## src/sv/adnp_pkg.sv

```systemverilog
// adnp_pkg: shared constants, character codes, power-of-ten table and the
// command struct between controller and datapath of the decimal parser.
// No dependencies.
package adnp_pkg;

  // format of the fixed-point result
  localparam int unsigned FRAC_BITS       = 16;
  localparam int unsigned MAX_FRAC_DIGITS = 9;

  // field and accumulator widths
  localparam int unsigned CHAR_W     = 8;
  localparam int unsigned INT_W      = 32;
  localparam int unsigned FRAC_ACC_W = 30;
  localparam int unsigned FRAC_CNT_W = 4;
  localparam int unsigned FIXED_W    = 48;
  localparam int unsigned STEP_CNT_W = $clog2(FRAC_BITS + 1);

  // character codes
  localparam logic [CHAR_W-1:0] CH_CR    = 8'h0D;
  localparam logic [CHAR_W-1:0] CH_LF    = 8'h0A;
  localparam logic [CHAR_W-1:0] CH_TAB   = 8'h09;
  localparam logic [CHAR_W-1:0] CH_SPACE = 8'h20;
  localparam logic [CHAR_W-1:0] CH_PLUS  = 8'h2B;
  localparam logic [CHAR_W-1:0] CH_MINUS = 8'h2D;
  localparam logic [CHAR_W-1:0] CH_ZERO  = 8'h30;
  localparam logic [CHAR_W-1:0] CH_NINE  = 8'h39;
  localparam logic [CHAR_W-1:0] CH_DOT   = 8'h2E;

  // saturation bounds of the 48-bit result and the integer range check
  localparam logic signed [63:0] FIX_MAX    = 64'sh0000_7FFF_FFFF_FFFF;
  localparam logic signed [63:0] FIX_MIN    = 64'shFFFF_8000_0000_0000;
  localparam logic signed [63:0] FIX_LIMIT  = 64'sd1 <<< (47 - FRAC_BITS);
  localparam logic signed [63:0] FIX_NLIMIT = -FIX_LIMIT;

  // controller to datapath commands
  typedef struct packed {
    logic take_char;
    logic div_init;
    logic div_step;
    logic finish;
  } dp_cmd_t;

  // 10^n for the fraction divisor, counts above nine clamp to nine
  function automatic logic [FRAC_ACC_W-1:0] pow10(input logic [FRAC_CNT_W-1:0] n);
    logic [FRAC_ACC_W-1:0] r;
    case (n)
      4'd0:    r = 30'd1;
      4'd1:    r = 30'd10;
      4'd2:    r = 30'd100;
      4'd3:    r = 30'd1000;
      4'd4:    r = 30'd10000;
      4'd5:    r = 30'd100000;
      4'd6:    r = 30'd1000000;
      4'd7:    r = 30'd10000000;
      4'd8:    r = 30'd100000000;
      default: r = 30'd1000000000;
    endcase
    return r;
  endfunction

endpackage

```

## src/sv/adnp_dp.sv

```systemverilog
// adnp_dp: character parser state, integer and fraction accumulators,
// restoring fraction divider and result registers.
// Depends on adnp_pkg.
module adnp_dp import adnp_pkg::*; (
  input  logic                       clk_i,
  input  logic                       rst_ni,
  input  dp_cmd_t                    cmd_i,
  input  logic [CHAR_W-1:0]          char_code_i,
  output logic                       parse_ok_o,
  output logic signed [INT_W-1:0]    int_value_o,
  output logic signed [FIXED_W-1:0]  fixed_value_o
);

  typedef enum logic [6:0] {
    PH_SPACE    = 7'b0000001,
    PH_PLUS     = 7'b0000010,
    PH_SIGN     = 7'b0000100,
    PH_INT      = 7'b0001000,
    PH_FRAC     = 7'b0010000,
    PH_STOP_OK  = 7'b0100000,
    PH_STOP_BAD = 7'b1000000
  } phase_e;

  phase_e                 phase_q, phase_d;
  logic                   neg_q, neg_d;
  logic [INT_W-1:0]       ia_q, ia_d;
  logic [FRAC_ACC_W-1:0]  fa_q, fa_d;
  logic [FRAC_CNT_W-1:0]  fc_q, fc_d;

  logic                   is_digit, is_space;
  logic [3:0]             digit;
  logic [INT_W-1:0]       ia_x10;
  logic [FRAC_ACC_W-1:0]  fa_x10;

  // character classes
  assign is_digit = (char_code_i >= CH_ZERO) && (char_code_i <= CH_NINE);
  assign is_space = (char_code_i == CH_CR) || (char_code_i == CH_LF) ||
                    (char_code_i == CH_TAB) || (char_code_i == CH_SPACE);
  assign digit    = 4'(char_code_i - CH_ZERO);
  assign ia_x10   = (ia_q << 3) + (ia_q << 1);
  assign fa_x10   = (fa_q << 3) + (fa_q << 1);

  // parser next state
  always_comb begin
    phase_d = phase_q;
    neg_d   = neg_q;
    ia_d    = ia_q;
    fa_d    = fa_q;
    fc_d    = fc_q;
    if (cmd_i.finish) begin
      phase_d = PH_SPACE;
      neg_d   = 1'b0;
      ia_d    = '0;
      fa_d    = '0;
      fc_d    = '0;
    end else if (cmd_i.take_char) begin
      case (phase_q)
        PH_SPACE, PH_PLUS, PH_SIGN: begin
          if (phase_q == PH_SPACE && is_space) begin
            phase_d = phase_q;
          end else if (phase_q == PH_SPACE && char_code_i == CH_PLUS) begin
            phase_d = PH_PLUS;
          end else if (phase_q != PH_SIGN && char_code_i == CH_MINUS) begin
            neg_d   = 1'b1;
            phase_d = PH_SIGN;
          end else if (is_digit) begin
            ia_d    = INT_W'(digit);
            phase_d = PH_INT;
          end else begin
            phase_d = PH_STOP_BAD;
          end
        end
        PH_INT: begin
          if (is_digit) begin
            ia_d = ia_x10 + INT_W'(digit);
          end else if (char_code_i == CH_DOT) begin
            phase_d = PH_FRAC;
          end else begin
            phase_d = PH_STOP_OK;
          end
        end
        PH_FRAC: begin
          if (is_digit) begin
            // digits past the limit are consumed but not kept
            if (fc_q < FRAC_CNT_W'(MAX_FRAC_DIGITS)) begin
              fa_d = fa_x10 + FRAC_ACC_W'(digit);
              fc_d = fc_q + 4'd1;
            end
          end else begin
            phase_d = PH_STOP_OK;
          end
        end
        default: phase_d = phase_q;
      endcase
    end
  end

  always_ff @(posedge clk_i or negedge rst_ni) begin
    if (!rst_ni) begin
      phase_q <= PH_SPACE;
      neg_q   <= 1'b0;
      ia_q    <= '0;
      fa_q    <= '0;
      fc_q    <= '0;
    end else begin
      phase_q <= phase_d;
      neg_q   <= neg_d;
      ia_q    <= ia_d;
      fa_q    <= fa_d;
      fc_q    <= fc_d;
    end
  end

  // restoring divider: one quotient bit of fraction*2^FRAC_BITS/10^n per step
  logic [FRAC_ACC_W-1:0] rem_q, div_q;
  logic [FRAC_BITS-1:0]  quo_q;
  logic [FRAC_ACC_W:0]   rem_sh, rem_sub;
  logic                  q_bit;

  assign rem_sh  = {rem_q, 1'b0};
  assign rem_sub = rem_sh - {1'b0, div_q};
  assign q_bit   = ~rem_sub[FRAC_ACC_W];

  always_ff @(posedge clk_i) begin
    if (cmd_i.div_init) begin
      rem_q <= fa_q;
      div_q <= pow10(fc_q);
      quo_q <= '0;
    end else if (cmd_i.div_step) begin
      rem_q <= q_bit ? rem_sub[FRAC_ACC_W-1:0] : rem_sh[FRAC_ACC_W-1:0];
      quo_q <= FRAC_BITS'({quo_q, q_bit});
    end
  end

  // final signed integer and saturated fixed-point value
  logic                   ok;
  logic [INT_W-1:0]       ival;
  logic signed [63:0]     iv64, ishift, fq64, vsum, vsat;

  assign ok     = (phase_q == PH_INT) || (phase_q == PH_FRAC) || (phase_q == PH_STOP_OK);
  assign ival   = neg_q ? (INT_W'(0) - ia_q) : ia_q;
  assign iv64   = {{(64-INT_W){ival[INT_W-1]}}, ival};
  assign ishift = iv64 <<< FRAC_BITS;
  assign fq64   = {{(64-FRAC_BITS){1'b0}}, quo_q};
  assign vsum   = neg_q ? (ishift - fq64) : (ishift + fq64);

  always_comb begin
    if (iv64 >= FIX_LIMIT) begin
      vsat = FIX_MAX;
    end else if (iv64 < FIX_NLIMIT) begin
      vsat = FIX_MIN;
    end else if (vsum > FIX_MAX) begin
      vsat = FIX_MAX;
    end else if (vsum < FIX_MIN) begin
      vsat = FIX_MIN;
    end else begin
      vsat = vsum;
    end
  end

  // result registers
  logic                      ok_q;
  logic signed [INT_W-1:0]   int_q;
  logic signed [FIXED_W-1:0] fix_q;

  always_ff @(posedge clk_i) begin
    if (cmd_i.finish) begin
      ok_q  <= ok;
      int_q <= ok ? signed'(ival) : '0;
      fix_q <= ok ? vsat[FIXED_W-1:0] : '0;
    end
  end

  assign parse_ok_o    = ok_q;
  assign int_value_o   = int_q;
  assign fixed_value_o = fix_q;

endmodule

```

## src/sv/adnp_ctrl.sv

```systemverilog
// adnp_ctrl: sequencer for the decimal parser: character intake, divider
// steps, result hand-off and the output valid flag.
// Depends on adnp_pkg.
module adnp_ctrl import adnp_pkg::*; (
  input  logic    clk_i,
  input  logic    rst_ni,
  input  logic    in_valid_i,
  input  logic    end_of_string_i,
  output logic    in_ready_o,
  output logic    out_valid_o,
  input  logic    out_ready_i,
  output dp_cmd_t cmd_o
);

  typedef enum logic [3:0] {
    ST_RUN  = 4'b0001,
    ST_INIT = 4'b0010,
    ST_DIV  = 4'b0100,
    ST_DONE = 4'b1000
  } state_e;

  state_e                 state_q, state_d;
  logic [STEP_CNT_W-1:0]  cnt_q, cnt_d;
  logic                   out_valid_q, out_valid_d;
  logic                   accept;

  // command decode
  assign in_ready_o      = (state_q == ST_RUN);
  assign accept          = in_valid_i && in_ready_o;
  assign cmd_o.take_char = accept;
  assign cmd_o.div_init  = (state_q == ST_INIT);
  assign cmd_o.div_step  = (state_q == ST_DIV);
  assign cmd_o.finish    = (state_q == ST_DONE) && (!out_valid_q || out_ready_i);

  // next state
  always_comb begin
    state_d = state_q;
    cnt_d   = cnt_q;
    case (state_q)
      ST_RUN: begin
        if (accept && end_of_string_i) begin
          state_d = ST_INIT;
        end
      end
      ST_INIT: begin
        cnt_d   = '0;
        state_d = ST_DIV;
      end
      ST_DIV: begin
        cnt_d = cnt_q + STEP_CNT_W'(1);
        if (cnt_q == STEP_CNT_W'(FRAC_BITS - 1)) begin
          state_d = ST_DONE;
        end
      end
      ST_DONE: begin
        if (cmd_o.finish) begin
          state_d = ST_RUN;
        end
      end
      default: state_d = ST_RUN;
    endcase
  end

  // output valid flag
  always_comb begin
    out_valid_d = out_valid_q;
    if (cmd_o.finish) begin
      out_valid_d = 1'b1;
    end else if (out_ready_i) begin
      out_valid_d = 1'b0;
    end
  end

  always_ff @(posedge clk_i or negedge rst_ni) begin
    if (!rst_ni) begin
      state_q     <= ST_RUN;
      cnt_q       <= '0;
      out_valid_q <= 1'b0;
    end else begin
      state_q     <= state_d;
      cnt_q       <= cnt_d;
      out_valid_q <= out_valid_d;
    end
  end

  assign out_valid_o = out_valid_q;

  // a final character always starts a division
  a_eos_to_init: assert property (@(posedge clk_i) disable iff (!rst_ni)
    (accept && end_of_string_i) |=> (state_q == ST_INIT))
    else $error("final character did not start the divider");

  // divider step count stays in range
  a_cnt_range: assert property (@(posedge clk_i) disable iff (!rst_ni)
    (state_q == ST_DIV) |-> (cnt_q < STEP_CNT_W'(FRAC_BITS)))
    else $error("divider step count out of range");

  // a new result appears only after a finish command
  a_valid_source: assert property (@(posedge clk_i) disable iff (!rst_ni)
    $rose(out_valid_q) |-> $past(cmd_o.finish))
    else $error("result valid without finish");

  // a waiting result is not overwritten
  a_no_overwrite: assert property (@(posedge clk_i) disable iff (!rst_ni)
    (out_valid_q && !out_ready_i) |-> !cmd_o.finish)
    else $error("result overwritten while stalled");

endmodule

```

## src/sv/ascii_decimal_number_parser_top.sv

```systemverilog
// ascii_decimal_number_parser_top: ASCII decimal string to integer and
// fixed-point converter. Depends on adnp_pkg, adnp_ctrl and adnp_dp.
//
// Usage
//   Input channel (in_valid_i/in_ready_o): one character per item in
//   char_code_i, end_of_string_i set on the last character of a string.
//   Output channel (out_valid_o/out_ready_i): one result item per string:
//   parse_ok_o, int_value_o and fixed_value_o (FRAC_BITS fraction bits).
//   Characters are taken one per cycle while in_ready_o is high. After the
//   final character the fraction divider runs: one setup step, FRAC_BITS
//   quotient-bit steps of the restoring divider, and one step to form the
//   result. in_ready_o is low while the divider runs and until the result
//   has been formed.
//   The result sits in an output register, so the next string is accepted
//   while it waits. If the receiver stalls with a result still held, the
//   following result waits in the divider until the register frees up.
//   Reset clears the parser state and drops out_valid_o.
module ascii_decimal_number_parser_top import adnp_pkg::*; (
  input  logic                       clk_i,
  input  logic                       rst_ni,
  input  logic                       in_valid_i,
  output logic                       in_ready_o,
  input  logic [CHAR_W-1:0]          char_code_i,
  input  logic                       end_of_string_i,
  output logic                       out_valid_o,
  input  logic                       out_ready_i,
  output logic                       parse_ok_o,
  output logic signed [INT_W-1:0]    int_value_o,
  output logic signed [FIXED_W-1:0]  fixed_value_o
);

  dp_cmd_t cmd;

  // sequencer
  adnp_ctrl u_ctrl (
    .clk_i           (clk_i),
    .rst_ni          (rst_ni),
    .in_valid_i      (in_valid_i),
    .end_of_string_i (end_of_string_i),
    .in_ready_o      (in_ready_o),
    .out_valid_o     (out_valid_o),
    .out_ready_i     (out_ready_i),
    .cmd_o           (cmd)
  );

  // parser, divider and result registers
  adnp_dp u_dp (
    .clk_i         (clk_i),
    .rst_ni        (rst_ni),
    .cmd_i         (cmd),
    .char_code_i   (char_code_i),
    .parse_ok_o    (parse_ok_o),
    .int_value_o   (int_value_o),
    .fixed_value_o (fixed_value_o)
  );

endmodule
```

## config.mk

```make
export PLATFORM = sky130hd
export DESIGN_NAME = ascii_decimal_number_parser_top
export DESIGN_NICKNAME = d
export VERILOG_FILES = /design/src/sv/adnp_pkg.sv /design/src/sv/adnp_dp.sv /design/src/sv/adnp_ctrl.sv /design/src/sv/ascii_decimal_number_parser_top.sv
export SDC_FILE = /design/constraint.sdc
export NUM_CORES = 1
export LEC_CHECK = 0
export BUFFER_PORTS_ARGS = -buffer_cell sky130_fd_sc_hd__buf_2
export CORE_ASPECT_RATIO = 0.75
export CORE_MARGIN = 2
export CORE_UTILIZATION = 38
export CTS_CLUSTER_DIAMETER = 80
export CTS_CLUSTER_SIZE = 8
export DETAILED_ROUTE_END_ITERATION = 6
export PLACE_DENSITY = 0.6
export SETUP_SLACK_MARGIN = 0.15
export SLEW_MARGIN = 0
export SYNTH_ARGS = -nofsm -noshare
export SYNTH_HDL_FRONTEND = slang
export SYNTH_HIERARCHICAL = 1
export SYNTH_SLANG_ARGS = --single-unit
export TNS_END_PERCENT = 1
```

## constraint.sdc

```tcl
create_clock -name clk_i -period 6.83 [get_ports clk_i]
set_clock_uncertainty 0.15 [all_clocks]
set_input_delay 1.366 -clock clk_i [delete_from_list [all_inputs] [get_ports clk_i]]
set_output_delay 1.366 -clock clk_i [all_outputs]
set_load 0.05 [all_outputs]
```

# After elaboration in Yosys (flattened, before gate mapping)
# Memories as Yosys holds them, arrays and structs flattened. A register that Yosys moved wholly into a read port is not among the register bits.
# Index checks and enable logic that the tools add are counted.
# classes
add_sub_neg	11
n_lt_le_gt_ge	7
n_eq_ne	31
muxes	50
bitwise_logic	2
n_reduce_logical	31
# op_table
cell	count
$mux 32	8
$mux 30	8
$mux 48	3
$gt 64x48->1 const B	1
$lt 64x48->1 const B	1
$mux 64	1
$pmux 32 s2	1
$mux 7	8
$add 48x17->49	1
$sub 48x17->49	1
$mux 47	1
$ge 32x33->1 const B	1
$add 32x32->32	1
$add 32x4->32	1
$eq 8x6->1 const B	4
$lt 32x32->1 const B	1
$mux 4	8
$sub 1x32->32 const A	1
$sub 31x30->31	1
$add 30x30->30	1
$add 30x4->30	1
$eq 8x4->1 const B	3
$pmux 7 s3	1
$pmux 4 s4	1
38 further kinds	73
# totals
register_bits	211
mem_bits_ro	480
input_bits	13
out_inout_bits	83
wordCells	147
n_memories	1
# mem_list
name	depth	word_bits	rd	rd_clocked_by_memory_dff	wr	line	source
(name not given)	16	30	1	1	0	adnp_pkg.sv:46	case (n)

# Logic depth before layout (Yosys ltp)
# Gate-level depths: netlist of run 1.
# logic_depth
ltp_word	9
ltp_mapped	17
depth_no_buf	13

# Cells and area by module
# The synthesis of run 1 kept the hierarchy.
# by_module_without_submodules
mod	n_inst	cells_per_inst	area_per_inst_um2	seq_area_each_um2
adnp_dp	1	1796	16498.3	6197.2
adnp_ctrl	1	49	536.8	251.5

# Worst setup path after synthesis of run 1
# Ideal clock, no wire load.
# synth_path
path_type	register to register
start	reg u_ctrl.state_q[3]
end	reg u_dp.rem_q[0] (enable)
setup_ns	0.373
t_arrival_ns	4.500
t_required_ns	6.307
path_slack_ns	1.807
stages_incl_launch_ff	5
n_path_buf	2
synth_period_minus_slack_ns	5.023
path_cell_list	dfrtp_1 -> nor4b_1 -> clkbuf_1 -> clkbuf_1 -> or2_2
# synth_lines
item	line	source
start: declaration	adnp_ctrl.sv:22	state_e state_q, state_d;
start signal: assignment	adnp_ctrl.sv:80	state_q <= state_d;
end signal: assignment	adnp_dp.sv:126	rem_q <= fa_q;
end signal: assignment	adnp_dp.sv:130	rem_q <= q_bit ? rem_sub[FRAC_ACC_W-1:0] : rem_sh[FRAC_ACC_W-1:0];
end: declaration	adnp_dp.sv:115	logic [FRAC_ACC_W-1:0] rem_q, div_q;

# Worst setup path in the final report of run 1
# layout_path
start	reg u_dp.ia_q[0]
end	reg u_dp.fix_q[4] (netlist: u_dp/fixed_value_o[4]), data pin
# layout_via
elab_chain_cells	9
elab_cells_between_ends	13
classes_between	add/sub: 3; order compare: 4; mux: 6
# layout_lines
item	line	source
start: declaration	adnp_dp.sv:26	logic [INT_W-1:0] ia_q, ia_d;
start signal: assignment	adnp_dp.sv:108	ia_q <= ia_d;
$sub 1x32->32	adnp_dp.sv:141	assign ival = neg_q ? (INT_W'(0) - ia_q) : ia_q;
$mux 32 (*)	adnp_dp.sv:141	
$add 48x17->49 or $sub 48x17->49 (tied branches)	adnp_dp.sv:145	assign vsum = neg_q ? (ishift - fq64) : (ishift + fq64);
$mux 64	adnp_dp.sv:145	
$lt 64x48->1	adnp_dp.sv:154	end else if (vsum < FIX_MIN) begin
$mux 48	adnp_dp.sv:154	
$mux 48	adnp_dp.sv:152	end else if (vsum > FIX_MAX) begin
$mux 48	adnp_dp.sv:150	end else if (iv64 < FIX_NLIMIT) begin
$mux 47 (*)	adnp_dp.sv:148	if (iv64 >= FIX_LIMIT) begin
end signal: assignment	adnp_dp.sv:170	fix_q <= ok ? vsat[FIXED_W-1:0] : '0;
end: declaration	adnp_dp.sv:164	logic signed [FIXED_W-1:0] fix_q;
# Every way passes the cells marked *; elsewhere a longest branch is shown, timed or not.
# A chain may end at the register's enable or synchronous reset.

==> metrics.yaml, run 1 <==
status:
  status: "finished with violations"
  violations: "design-rule violations"
logic_synthesis:
  synth_fa_ha_area_frac: 0.119
  synth_area_um2: 17000
  synth.yosys.seq_area_share: 0.379
  synth-simple-area-share: 0.181
  synth_top_family_by_area: "simple AND/OR/NAND/NOR gates"
  async_reset_ff_frac: 0.359
  synth_cell_type_count: 93
  syn_avg_cell_area_um2: 9.23
  synth_edf_count: 134
  synthMuxAreaShare: 0.0308
  synthesis.nets: 2017
  synth-seq-cells: 234
  yosysWarnings: 6
  syn_inst: 1845
  synth_compound_area_frac: 0.179
  synth_xor_area_frac: 0.0735
  synth_ff_type: "edfxtp_1"
worst_setup_path:
  critPathLaunchType: "flop"
  required_ps: 6880
  cp.arrival_ps: 5460
  criticalPathCategory: "reg2reg"
  r2r_start: "u_dp/ia_q[0]$_DFFE_PN0P_"
  cp-end-kind: "flop"
  worstSetupStartpoint: "u_dp/ia_q[0]$_DFFE_PN0P_"
  crit_fanout: 40
cts:
  cts_setup_buffers: 0
  clock_latency_ps: 520
  cts_sinks: 234
  cts_inserted_buffers: 35
  cts_tree: "built"
  root_buffer: "clkbuf_16"
  postCtsResizedCells: 0
  clkTransAtPathRegs_ps: 50
  h-tree-depth: 2
  cts_buffer_depth: 3
  postCtsHoldBufs: 0
floorplanning:
  row_count: 67
  die_h_um: 187
  die_x_um: 248
  initial_core_util: 0.383
  die_area_um2: 46600
  io_pins: 96
  coreArea_um2: 44400
timing:
  final.min_clock_period_ps: 5420
  hold_violations: 0
  worstMarginPinSlew_ps: 1190
  fin_crit_sh: 0.793
  fin_tns_setup_ps: 0
  rsz0062_at_grt: "false"
  max-slew-margin-rel: 0.205
  fmax_ghz: 0.185
  slew_violations: 0
  final-setup-viol-count: 0
grt:
  antenna_found_initial: 0
  grt_pass1_wl_mm: 72.0
  grt_use_total: 0.185
  grt-ovfl-total: 0
  first_global_vias: 13300
  grt_max_degree: 74
route:
  drtAntennaViolNets: 0
  wirelength_mm: 43.7
  drt_iter0_markers: 1053
  drc: 8
  vias_per_cell: 5.61
  num_vias: 14100
  first_pass_iters: 7
  wl_per_cell_um: 17.4
power:
  power_frac_seq: 0.397
  combPwrFrac: 0.201
  p_leak_nw: 7.93
  clock_power_share: 0.402
  powerDensity_nw_per_um2: 211
  internal_power_mw: 2.80
  netSwitchingPower_mw: 1.21
  irDropWorstVdd_mv: 0.153
  swShare: 0.302
place:
  place.port_buffers: 95
  dp_hpwl_mm: 31.9
  gp_congestion: 0.884
layout:
  synthToLayoutAreaGrowth_pct: 11.6
  diodes: 0
  fin_nets: 2074
  final_util: 0.428
  drive_above_1_share: 0.102
flow_run:
  maxCapViolCount: 0
worst_hold_path:
  min-delay-start: "u_dp/fa_q[29]$_DFFE_PN0P_"
  hp-class: "reg2reg"
## worst max-delay path, cell delays in order, from the launching register on
cell       delay [ps]
dfrtp_1           580
inv_1             230
ha_1              440
or3b_1            460
nor4_1            300
a211oi_1          110
nor4b_1           820
nand4bb_1         560
nor2b_1           250
a41oi_1           160
o21ai_2           360
buf_4             430
o21ai_0           200
## sequential cells by signal, indices dropped and copies added (netlist names), 7 cells and up
signal,cells
u_dp/div_q,23
u_dp/ia_q,32
u_dp/quo_q,16
u_dp/rem_q,30
u_dp/fixed_value_o,48
u_dp/phase_q,7
u_dp/int_value_o,32
u_dp/fa_q,30
## power by group through the flow
stage / Sequential, mW / Combinational, mW / Clock (mW)
2_1_floorplan: 1.59 / 0.622 / 0
3_3_place_gp: 1.62 / 0.780 / 0
3_5_place_dp: 1.62 / 0.789 / 0
4_1_cts: 1.59 / 0.792 / 1.65
5_1_grt: 1.60 / 0.894 / 1.72
6_report: 1.59 / 0.805 / 1.61
## cell usage after synthesis, drive strengths merged, types with 11 or more instances
master / instances / share of area
nand2: 178 / 0.039
nor2: 164 / 0.036
ha: 154 / 0.11
o21ai: 139 / 0.041
edfxtp: 134 / 0.24
a21oi: 115 / 0.034
dfrtp: 82 / 0.12
xnor2: 79 / 0.041
inv: 68 / 0.015
clkbuf: 66 / 0.015
xor2: 64 / 0.033
mux2i: 48 / 0.028
nand3: 47 / 0.014
nor3: 39 / 0.011
a21o: 31 / 0.014
nand4: 25 / 0.0092
buf: 24 / 0.0082
and3: 23 / 0.0084
a31oi: 20 / 0.0073
nor4: 20 / 0.0084
o21a: 20 / 0.0088
a211oi: 19 / 0.0087
o31ai: 18 / 0.0079
nor2b: 17 / 0.0062
or3: 17 / 0.0062
dfxtp: 16 / 0.019
or2: 15 / 0.0055
and2: 13 / 0.0048
nand2b: 12 / 0.0044
o211ai: 12 / 0.0053
or4: 11 / 0.0053
## routing by layer
layer  part of all wire  vias to the layer above  GRT usage
met5                  0                        -          0
met4              0.014                        0     0.0362
met3              0.066                       52     0.0369
met2               0.39                      408      0.253
met1               0.53                     6731      0.297
li1                   -                     6912          -
## cells in the final DEF (no fill, tap or decap), types with 24 or more instances in the layout
| master | instances |
|---|---|
| nand2_1 | 178 |
| a21o_1 | 31 |
| nor3_1 | 39 |
| nor2_1 | 160 |
| xor2_1 | 64 |
| clkbuf_16 | 35 |
| xnor2_1 | 79 |
| o21ai_0 | 123 |
| mux2i_1 | 48 |
| dfrtp_1 | 81 |
| nand3_1 | 47 |
| edfxtp_1 | 134 |
| a21oi_1 | 115 |
| nand4_1 | 25 |
| buf_2 | 94 |
| clkbuf_1 | 24 |
| inv_1 | 68 |
| ha_1 | 154 |
## stage by stage
| stage | area [um2] | instances | total power [mW] | setup WS, ps | hold WS [ps] |
|---|---|---|---|---|---|
| after floorplan | 17000 | 1845 | 2.21 | 1810 | 300 |
| final | 19000 | 2513 | 4.01 | 1410 | 346 |
| after global placement | 18000 | 2451 | 2.40 | 1610 | 326 |
| after CTS | 19000 | 2513 | 4.03 | 1520 | 356 |
| after global routing | 19000 | 2513 | 4.21 | 956 | 371 |
| after detailed placement | 18000 | 2451 | 2.41 | 1480 | 344 |
## logic make-up (layout without fill, tap and decap cells)
family          after synthesis  after routing
flops                       234            234
mux                          52             52
xor+xnor                    143            143
buf+inv                     160            242
fa+ha+maj                   159            159
compound gates              474            474
simple gates                623            623
## cell type report
cell class	instances	area (um2)
Fill cell	4389	25400
Sequential cell	234	6450
Timing Repair Buffer	110	591
Clock inverter	3	36.3
Multi-Input combinational cell	1451	9970
Clock buffer	59	966
Tap cell	586	733
Inverter	70	264
## final timing paths
path | to | slack, ps | cells after the start
worst min register to register | u_dp/fa_q[29]$_DFFE_PN0P_ | 350 | 2
worst min-delay path | u_dp/fa_q[29]$_DFFE_PN0P_ | 350 | 2
worst max-delay path | u_dp/fixed_value_o[4]$_SDFFCE_PP0P_ | 1410 | 12
min in group asynchronous | u_dp/ia_q[30]$_DFFE_PN0P_ | 620 | 1
worst max register to register | u_dp/fixed_value_o[4]$_SDFFCE_PP0P_ | 1410 | 12
max in group asynchronous | u_dp/neg_q$_DFFE_PN0P_ | 4710 | 2
Note: power is estimated with default switching activity, not from simulation.
==> run 2: changes to the inputs <==
Clock period 6.83 ns to 5.5 ns, I/O delays scaled along.
==> run 2 against run 1 <==
Against the previous run:
- flip-flop and latch count is the same
- critical endpoint is now u_dp/fixed_value_o[7]$_SDFFCE_PP0P_
- critical path type unchanged
- the flow now finishes without violations
- core utilization grew 0.21 points
- global-route usage is 0.13 points higher
- worst hold slack got worse by 1.4 ps
==> metrics.yaml, run 2 (same netlist as run 1, synthesis figures left out) <==
timing:
  fin_crit_sh: 0.852  # +0.0595
  rsz0062_at_grt: "false"
  hold_violations: 0  # unchanged
  hold_ws_ps: 344  # -1.42 ps
  max-slew-margin-rel: 0.362  # +0.157
  final-setup-viol-count: 0  # unchanged
  fmax_ghz: 0.213  # +16%
  final.min_clock_period_ps: 4690  # -728 ps
  slew_violations: 0  # unchanged
  fin_tns_setup_ps: 0  # unchanged
  worstMarginPinSlew_ps: 950  # -237 ps
place:
  dp_hpwl_mm: 32.5  # +2.0%
  gp_congestion: 0.884  # about the same
  place.port_buffers: 95  # unchanged
  place_inst: 2462  # +0.45%
cts:
  clkTransAtPathRegs_ps: 50  # about the same
  postCtsResizedCells: 0  # unchanged
  postCtsHoldBufs: 0  # unchanged
  cts_buffer_depth: 3  # unchanged
  root_buffer: "clkbuf_16"
  cts_inserted_buffers: 35  # unchanged
  cts_tree: "built"
  cts_setup_buffers: 0  # unchanged
  cts_sinks: 234  # unchanged
  h-tree-depth: 2  # unchanged
  clock_latency_ps: 520  # about the same
grt:
  grt_pass1_wl_mm: 72.0  # about the same
  antenna_found_initial: 0  # unchanged
  grt-ovfl-total: 0  # unchanged
  first_global_vias: 13400  # +0.49%
  grt_use_total: 0.187  # +0.00130
  grt_max_degree: 61  # -18%
layout:
  largest_reg_flops: 48  # unchanged
  final_cell_mix: "nand2_1, nor2_1, ha_1"
  fin_nets: 2085  # +0.53%
  stdcell_count: 2524  # +0.44%
  diodes: 0  # unchanged
  final_common_cell: "nand2_1"
  drive_above_1_share: 0.107  # +0.00510
  num-fill-cells: 4387  # -0.046%
  synthToLayoutAreaGrowth_pct: 12.1
worst_setup_path:
  slowest_stage: "dfrtp_1"
  required_ps: 5590  # -1290 ps
  cp_slowest_stage_delay_ps: 560  # -260 ps
  cp-end-kind: "flop"
  crit_fanout: 39  # -2.5%
  cp.arrival_ps: 4780  # -680 ps
  criticalPathCategory: "reg2reg"
  cp_cell_sequence: "inv_1 -> ha_1 -> or3b_1 -> o41ai_1 -> xor2_1 -> and3_1 -> nand4bb_1 -> buf_4 -> nor2b_1 -> a41oi_1 -> o21ai_2 -> buf_12 -> o21ai_0"
  critPathLaunchType: "flop"
floorplanning:
  io_pins: 96  # unchanged
  coreArea_um2: 44400  # unchanged
  die_x_um: 248  # unchanged
  die_h_um: 187  # unchanged
  die_area_um2: 46600  # unchanged
  row_count: 67  # unchanged
  initial_core_util: 0.383  # unchanged
route:
  wl_per_cell_um: 17.5  # +0.58%
  vias_per_cell: 5.61  # about the same
  wirelength_mm: 44.2  # +1.0%
  drtAntennaViolNets: 0  # unchanged
  first_pass_iters: 5  # -2
  num_vias: 14200  # +0.48%
  drc: 0  # -8
  drt_iter0_markers: 1048  # -0.47%
power:
  p_leak_nw: 7.99  # +0.76%
  irDropWorstVdd_mv: 0.228  # +49%
  powerDensity_nw_per_um2: 263  # +25%
status:
  status: "complete, no violations"
flow_run:
  maxCapViolCount: 0  # unchanged
worst_hold_path:
  hp-class: "reg2reg"
==> run 2: critical path: cells and delay by family (launching register included) <==
kind,cells,cell delay [ps]
AO/OA/AOI/OAI,4,1130
XOR/XNOR,1,360
adder cells (fa/ha/maj),1,410
buffers and inverters,3,670
flip-flops,1,560
AND/OR/NAND/NOR,4,1110
==> run 2: metal layers <==
layer	global-route usage	routed length, um	up-vias
li1	-	-	6951
met1	0.303	23400	6742
met2	0.251	17000	432
met3	0.0337	3150	45
met4	0.0389	616	0
met5	0	0	-
==> run 2: report_power, final <==
part           internal, mW  switching, mW
logic                 0.395          0.656
registers              1.91         0.0558
clock network          1.20          0.804
total                  3.50           1.52
==> run 2: stage by stage <==
stage	power, mW	utilization	instance area [um2]	setup slack (ps)
after global placement	3.01	0.407	18100	510
after floorplan	2.74	-	17000	477
after detailed placement	3.03	0.407	18100	451
after global routing	5.26	0.430	19100	515
after CTS	5.06	0.430	19100	867
final	5.02	0.430	19100	811
==> run 2: worst paths after layout <==
| kind | from | end | slack [ps] | depth (start not counted) |
|---|---|---|---|---|
| setup / recovery | u_dp/ia_q[1]$_DFFE_PN0P_ | u_dp/fixed_value_o[7]$_SDFFCE_PP0P_ | 810 | 13 |
| hold / removal | u_dp/fa_q[29]$_DFFE_PN0P_ | u_dp/fa_q[29]$_DFFE_PN0P_ | 340 | 2 |
| setup reg to reg | u_dp/ia_q[1]$_DFFE_PN0P_ | u_dp/fixed_value_o[7]$_SDFFCE_PP0P_ | 810 | 13 |
| hold reg to reg | u_dp/fa_q[29]$_DFFE_PN0P_ | u_dp/fa_q[29]$_DFFE_PN0P_ | 340 | 2 |
| max in group asynchronous | rst_ni | u_ctrl/state_q[0]$_DFFE_PN1P_ | 3720 | 2 |
| min in group asynchronous | rst_ni | u_dp/ia_q[14]$_DFFE_PN0P_ | 510 | 1 |
==> run 2: layout make-up <==
| type | instances | area, um2 | area share |
|---|---|---|---|
| multi-input cells | 1451 | 9970 | 0.522 |
| repair buffers | 121 | 686 | 0.0359 |
| inverters | 70 | 264 | 0.0138 |
| well taps | 586 | 733 | 0.0384 |
| clock buffers | 59 | 966 | 0.0506 |
| clock inverters | 3 | 36.3 | 0.00190 |
| flip-flops and latches | 234 | 6450 | 0.338 |
